## config.mk

```make
export PLATFORM = sky130hd
export DESIGN_NAME = aes256_ctrl
export DESIGN_NICKNAME = d
export VERILOG_FILES = /design/src/rtl/aes256_pkg.sv /design/src/rtl/aes256_ctrl.sv
export SDC_FILE = /design/constraint.sdc
export NUM_CORES = 1
export LEC_CHECK = 0
export ABC_AREA = 1
export BUFFER_PORTS_ARGS = -buffer_cell sky130_fd_sc_hd__buf_2
export CORE_AREA = 5 5 42 44
export DETAILED_ROUTE_END_ITERATION = 8
export DIE_AREA = 0 0 47 49
export MAX_ROUTING_LAYER = met4
export SLEW_MARGIN = 20
export SYNTH_ARGS = -nofsm -noshare
export SYNTH_HDL_FRONTEND = slang
export SYNTH_SLANG_ARGS = --single-unit
```

## constraint.sdc

```tcl
create_clock -name i_clk -period 1.45 [get_ports i_clk]
set_input_delay 0.29 -clock i_clk [delete_from_list [all_inputs] [get_ports i_clk]]
set_output_delay 0.29 -clock i_clk [all_outputs]
set_load 0.03 [all_outputs]
```

## src/rtl/aes256_pkg.sv

```systemverilog
// ----------------------------------------------------------------------------
// AES-256 shared package
// S-box tables, GF(2^8) helpers, controller state and command types.
// ----------------------------------------------------------------------------
package aes256_pkg;

    localparam int KEY_WORDS = 8;
    localparam int CFG_IDX_W = 2;

    localparam logic [1:0] CFG_KEY_0 = 2'd0;
    localparam logic [1:0] CFG_KEY_1 = 2'd1;
    localparam logic [1:0] CFG_KEY_2 = 2'd2;
    localparam logic [1:0] CFG_KEY_3 = 2'd3;

    typedef enum logic [1:0] {
        ST_IDLE,
        ST_EXPAND,
        ST_ROUND,
        ST_OUT
    } t_state;

    typedef struct packed {
        logic load;       // capture input block and start key expansion
        logic exp_step;   // compute one schedule word
        logic rnd_first;  // initial key addition
        logic rnd_step;   // one cipher round
    } t_cmd;

    typedef struct packed {
        logic exp_done;
        logic rnd_done;
    } t_status;

    function automatic logic [7:0] xtime(input logic [7:0] x);
        return {x[6:0], 1'b0} ^ (x[7] ? 8'h1b : 8'h00);
    endfunction

    function automatic logic [7:0] gmul(input logic [7:0] x, input logic [3:0] y);
        logic [7:0] a;
        logic [7:0] acc;
        a   = x;
        acc = 8'h00;
        for (int n = 0; n < 4; n++) begin
            if (y[n]) acc = acc ^ a;
            a = xtime(a);
        end
        return acc;
    endfunction

    function automatic logic [7:0] sbox(input logic [7:0] v);
        logic [7:0] t [256];
        t = '{
        8'h63,8'h7c,8'h77,8'h7b,8'hf2,8'h6b,8'h6f,8'hc5,8'h30,8'h01,8'h67,8'h2b,8'hfe,8'hd7,8'hab,8'h76,
        8'hca,8'h82,8'hc9,8'h7d,8'hfa,8'h59,8'h47,8'hf0,8'had,8'hd4,8'ha2,8'haf,8'h9c,8'ha4,8'h72,8'hc0,
        8'hb7,8'hfd,8'h93,8'h26,8'h36,8'h3f,8'hf7,8'hcc,8'h34,8'ha5,8'he5,8'hf1,8'h71,8'hd8,8'h31,8'h15,
        8'h04,8'hc7,8'h23,8'hc3,8'h18,8'h96,8'h05,8'h9a,8'h07,8'h12,8'h80,8'he2,8'heb,8'h27,8'hb2,8'h75,
        8'h09,8'h83,8'h2c,8'h1a,8'h1b,8'h6e,8'h5a,8'ha0,8'h52,8'h3b,8'hd6,8'hb3,8'h29,8'he3,8'h2f,8'h84,
        8'h53,8'hd1,8'h00,8'hed,8'h20,8'hfc,8'hb1,8'h5b,8'h6a,8'hcb,8'hbe,8'h39,8'h4a,8'h4c,8'h58,8'hcf,
        8'hd0,8'hef,8'haa,8'hfb,8'h43,8'h4d,8'h33,8'h85,8'h45,8'hf9,8'h02,8'h7f,8'h50,8'h3c,8'h9f,8'ha8,
        8'h51,8'ha3,8'h40,8'h8f,8'h92,8'h9d,8'h38,8'hf5,8'hbc,8'hb6,8'hda,8'h21,8'h10,8'hff,8'hf3,8'hd2,
        8'hcd,8'h0c,8'h13,8'hec,8'h5f,8'h97,8'h44,8'h17,8'hc4,8'ha7,8'h7e,8'h3d,8'h64,8'h5d,8'h19,8'h73,
        8'h60,8'h81,8'h4f,8'hdc,8'h22,8'h2a,8'h90,8'h88,8'h46,8'hee,8'hb8,8'h14,8'hde,8'h5e,8'h0b,8'hdb,
        8'he0,8'h32,8'h3a,8'h0a,8'h49,8'h06,8'h24,8'h5c,8'hc2,8'hd3,8'hac,8'h62,8'h91,8'h95,8'he4,8'h79,
        8'he7,8'hc8,8'h37,8'h6d,8'h8d,8'hd5,8'h4e,8'ha9,8'h6c,8'h56,8'hf4,8'hea,8'h65,8'h7a,8'hae,8'h08,
        8'hba,8'h78,8'h25,8'h2e,8'h1c,8'ha6,8'hb4,8'hc6,8'he8,8'hdd,8'h74,8'h1f,8'h4b,8'hbd,8'h8b,8'h8a,
        8'h70,8'h3e,8'hb5,8'h66,8'h48,8'h03,8'hf6,8'h0e,8'h61,8'h35,8'h57,8'hb9,8'h86,8'hc1,8'h1d,8'h9e,
        8'he1,8'hf8,8'h98,8'h11,8'h69,8'hd9,8'h8e,8'h94,8'h9b,8'h1e,8'h87,8'he9,8'hce,8'h55,8'h28,8'hdf,
        8'h8c,8'ha1,8'h89,8'h0d,8'hbf,8'he6,8'h42,8'h68,8'h41,8'h99,8'h2d,8'h0f,8'hb0,8'h54,8'hbb,8'h16};
        return t[v];
    endfunction

    function automatic logic [7:0] inv_sbox(input logic [7:0] v);
        logic [7:0] t [256];
        t = '{
        8'h52,8'h09,8'h6a,8'hd5,8'h30,8'h36,8'ha5,8'h38,8'hbf,8'h40,8'ha3,8'h9e,8'h81,8'hf3,8'hd7,8'hfb,
        8'h7c,8'he3,8'h39,8'h82,8'h9b,8'h2f,8'hff,8'h87,8'h34,8'h8e,8'h43,8'h44,8'hc4,8'hde,8'he9,8'hcb,
        8'h54,8'h7b,8'h94,8'h32,8'ha6,8'hc2,8'h23,8'h3d,8'hee,8'h4c,8'h95,8'h0b,8'h42,8'hfa,8'hc3,8'h4e,
        8'h08,8'h2e,8'ha1,8'h66,8'h28,8'hd9,8'h24,8'hb2,8'h76,8'h5b,8'ha2,8'h49,8'h6d,8'h8b,8'hd1,8'h25,
        8'h72,8'hf8,8'hf6,8'h64,8'h86,8'h68,8'h98,8'h16,8'hd4,8'ha4,8'h5c,8'hcc,8'h5d,8'h65,8'hb6,8'h92,
        8'h6c,8'h70,8'h48,8'h50,8'hfd,8'hed,8'hb9,8'hda,8'h5e,8'h15,8'h46,8'h57,8'ha7,8'h8d,8'h9d,8'h84,
        8'h90,8'hd8,8'hab,8'h00,8'h8c,8'hbc,8'hd3,8'h0a,8'hf7,8'he4,8'h58,8'h05,8'hb8,8'hb3,8'h45,8'h06,
        8'hd0,8'h2c,8'h1e,8'h8f,8'hca,8'h3f,8'h0f,8'h02,8'hc1,8'haf,8'hbd,8'h03,8'h01,8'h13,8'h8a,8'h6b,
        8'h3a,8'h91,8'h11,8'h41,8'h4f,8'h67,8'hdc,8'hea,8'h97,8'hf2,8'hcf,8'hce,8'hf0,8'hb4,8'he6,8'h73,
        8'h96,8'hac,8'h74,8'h22,8'he7,8'had,8'h35,8'h85,8'he2,8'hf9,8'h37,8'he8,8'h1c,8'h75,8'hdf,8'h6e,
        8'h47,8'hf1,8'h1a,8'h71,8'h1d,8'h29,8'hc5,8'h89,8'h6f,8'hb7,8'h62,8'h0e,8'haa,8'h18,8'hbe,8'h1b,
        8'hfc,8'h56,8'h3e,8'h4b,8'hc6,8'hd2,8'h79,8'h20,8'h9a,8'hdb,8'hc0,8'hfe,8'h78,8'hcd,8'h5a,8'hf4,
        8'h1f,8'hdd,8'ha8,8'h33,8'h88,8'h07,8'hc7,8'h31,8'hb1,8'h12,8'h10,8'h59,8'h27,8'h80,8'hec,8'h5f,
        8'h60,8'h51,8'h7f,8'ha9,8'h19,8'hb5,8'h4a,8'h0d,8'h2d,8'he5,8'h7a,8'h9f,8'h93,8'hc9,8'h9c,8'hef,
        8'ha0,8'he0,8'h3b,8'h4d,8'hae,8'h2a,8'hf5,8'hb0,8'hc8,8'heb,8'hbb,8'h3c,8'h83,8'h53,8'h99,8'h61,
        8'h17,8'h2b,8'h04,8'h7e,8'hba,8'h77,8'hd6,8'h26,8'he1,8'h69,8'h14,8'h63,8'h55,8'h21,8'h0c,8'h7d};
        return t[v];
    endfunction

    function automatic logic [31:0] sbox_word(input logic [31:0] w);
        return {sbox(w[31:24]), sbox(w[23:16]), sbox(w[15:8]), sbox(w[7:0])};
    endfunction

endpackage

```

## src/rtl/aes256_ctrl.sv

```systemverilog
// ----------------------------------------------------------------------------
// AES-256 controller
// Sequences key expansion, the rounds and the result handoff.
// ----------------------------------------------------------------------------
module aes256_ctrl
    import aes256_pkg::*;
(
    input  logic    i_clk,
    input  logic    i_rst_n,
    input  logic    i_in_valid,
    input  logic    i_out_stall,
    input  t_status i_status,
    output t_cmd    o_cmd,
    output logic    o_in_stall,
    output logic    o_out_valid
);

    t_state r_state, n_state;

    always_ff @(posedge i_clk) begin
        if (!i_rst_n) r_state <= ST_IDLE;
        else          r_state <= n_state;
    end

    always_comb begin
        n_state = r_state;
        case (r_state)
            ST_IDLE:   if (i_in_valid) n_state = ST_EXPAND;
            ST_EXPAND: if (i_status.exp_done) n_state = ST_ROUND;
            ST_ROUND:  if (i_status.rnd_done) n_state = ST_OUT;
            ST_OUT:    if (!i_out_stall) n_state = ST_IDLE;
            default:   n_state = ST_IDLE;
        endcase
    end

    always_comb begin
        o_cmd       = '0;
        o_in_stall  = 1'b1;
        o_out_valid = 1'b0;
        case (r_state)
            ST_IDLE: begin
                o_in_stall = 1'b0;
                o_cmd.load = i_in_valid;
            end
            ST_EXPAND: begin
                o_cmd.exp_step  = !i_status.exp_done;
                o_cmd.rnd_first = i_status.exp_done;
            end
            ST_ROUND: o_cmd.rnd_step = 1'b1;
            ST_OUT: begin
                o_out_valid = 1'b1;
            end
            default: o_in_stall = 1'b1;
        endcase
    end

endmodule

```

==> impl_metrics.toml <==
[setup_path]
worstPathArrival_ns = 1.10
worst_setup_path_start_kind = "flop"
critical_path.max_fanout = 4
cp_num_buf_inv = 3
timing.critical_path.slowest_cell_delay_ns = 0.35
worstSetupEndpointType = "output pin"
criticalPathCategory = "reg2out"
worstPathRequired_ns = 1.16
cpMaxStageDelayCell = "dfxtp_4"
crit_chain = "inv_2, ha_1, nand2_2, inv_1, clkbuf_4"
path_delay_family = "flip-flops"

[min_path]
worst_hold_path_type = "in2reg"

[grt]
global_route.overflow_total = 0
grt_pass1_wl_um = 765
global_route_total_usage_across_every_layer_pct = 4.831
antenna_found_initial = 0
vias_in_the_first_global_route = 217
grt_start_max_net_pins = 5

[timing]
timing_worst_slew_pin_value_ns = 0.1555
slew_limit_headroom_pct = 89.71
total_setup_violations_reported_at_the_end_of_the_flow = 0
post_route_setup_tns_ns = 0
final_min_period_over_clock_period_pct = 95.85
clock-skew-final_ns = 0.001298
hold_ws_ns = 0.2935
shortest_period_the_worst_path_allows_ns = 1.390
timing.fmax_ghz = 0.7195
finalHoldViolations = 0
finalMaxSlewViolations = 0

[routing]
drt-vias-per-instance = 3.415
via_count = 222
antenna_left = 0
wirelength_routed_um = 455
drtIter0Drc = 1
detail_route.first_pass.iterations = 2
post_drt_wl_per_cell_um = 7.000
drc = 0

[layout]
layout_top_registers = "r_state: 2 flops"
synthToLayoutAreaGrowth_pct = 51.14
top_register = "r_state"
diodes = 0
drive_gt1_share_pct = 46.94
final_net_count = 62
fin_cells = 65
largest_register_ff_count = 2
fill_cells = 175

[cts]
clk_path_buf_depth = 2
cts-root-buf = "clkbuf_4"
htree_num_levels = 1
cts_tree = "yes"
clkLatencyLatePin_ns = 0.22
cts_buffers = 3
clkTransAtPathRegs_ns = 0.03
total_clock_sinks = 2
post_cts_buffers = 0

[power]
leakage_nw = 0.2197
power_per_cell_area_nw_per_um2 = 1948
vdd_drop_max_mv = 0.4552

[floorplanning]
die_height_um = 49
horizontal_extent_of_the_die_um = 47
fp.dieArea_um2 = 2303
row_count = 14
initial_core_utilization_pct = 15.71
io_pins = 12
core_region_area_um2 = 1401

[logic_synthesis]
ys_ff_latch = 2
synth.yosys.warnings = 0
synth_seq_area_share_pct = 18.18
synth_common_cells = "10 x inv_1, 10 x nand2_1, 5 x ha_1, 5 x nor2_1"
netlist-cell-type-count = 7
synth_largest_area_cell = "ha_1"
synth.top_cells.by_area = "ha_1 28%, dfxtp_1 18%, inv_1 17%"
postSynth.topFlopCell = "dfxtp_1"
synth.top_cell.area_share_pct = 28.41
synthesis.nets = 46
syn_area_um2 = 220.2
ys_async_sr_fraction_pct = 0
synthesis.area_per_instance_um2 = 6.292
post_synthesis_cells = 35
synth-edff-count = 0

[placement]
port_buffers = 11
post-dp-hpwl_um = 378.2
place.gp.congestion = 0.6513
place.detailed.instances = 62

[outcome]
result_of_the_run = "completed"

[run]
maxCapViolations = 0
[path summary, 6_finish.rpt]
path / from / endpoint / slack [ns] / cells past startpoint
hold reg to reg: r_state[1]$_SDFFE_PN0P_ / r_state[1]$_SDFFE_PN0P_ / 0.52 / 2
setup reg to reg: r_state[0]$_SDFFE_PN0P_ / r_state[0]$_SDFFE_PN0P_ / 0.31 / 8
hold / removal: i_rst_n / r_state[1]$_SDFFE_PN0P_ / 0.29 / 3
setup / recovery: r_state[1]$_SDFFE_PN0P_ / o_cmd[2] / 0.06 / 5
[logic make-up after synthesis]
group,Yosys count,synth area share [%]
flip-flops,2,18.18
buffers and inverters,10,17.05
AND/OR/NAND/NOR,18,36.37
adder cells (fa/ha/maj),5,28.41
[power by group]
group / leakage [nW] / switching, W / internal, W
Combinational: 0.188 / 0.000267 / 0.000146
Sequential: 0.0175 / 0.0000274 / 0.0000867
Clock: 0.0138 / 0.0000298 / 0.0000912
[placed cells by master (no fill, tap or decap)]
cell type,netlist,final
buf_2,0,9
clkbuf_4,0,5
dfxtp_2,0,1
dfxtp_4,0,1
ha_1,5,4
ha_2,0,1
inv_1,10,8
inv_2,0,2
nand2_1,10,9
nand2_2,2,3
nor2_1,5,5
nor2_4,1,1
[layer usage]
metal | GRT usage, % | up-vias | share of wire [%]
met2 | 6.787 | 7 | 50
met5 | - | - | 0
met4 | 5.530 | 0 | 0
li1 | - | 126 | -
met3 | 1.107 | 0 | 11
met1 | 4.814 | 89 | 39
[final cells by class]
cell class / instances / area [µm²] / area share [%]
multi-input cells: 23 / 147.6 / 44.36
well taps: 16 / 20.02 / 6.015
inverters: 10 / 37.54 / 11.28
clock buffers: 3 / 22.52 / 6.767
flip-flops and latches: 2 / 45.04 / 13.53
repair buffers: 11 / 60.06 / 18.05
[through the flow]
stage	worst slack, ns	area (µm²)	util [%]	total power, W
2_1_floorplan	0.1694	220.2	-	0.0004186
5_1_grt	-0.0006267	332.8	23.75	0.0007281
3_5_place_dp	0.2038	295.3	21.07	0.0005081
3_3_place_gp	0.2050	295.3	21.07	0.0005042
4_1_cts	0.007084	320.3	22.86	0.0006453
6_report	0.06024	332.8	23.75	0.0006485
[worst reg2reg max path, cell delays in order (launching register included)]
cell,delay [ns]
dfxtp_2,0.35
inv_2,0.06
ha_1,0.22
nand2_1,0.09
nand2_2,0.07
nor2_4,0.11
nand2_1,0.06
nand2_1,0.05
nor2_1,0.04
[timing repair]
item,in CTS,in global routing
setup endpoints to repair,3,4
pin swaps,0,0
hold buffers,0,0
cloned,0,0
resized for setup,2,7
(Power assumes the default switching activity.)
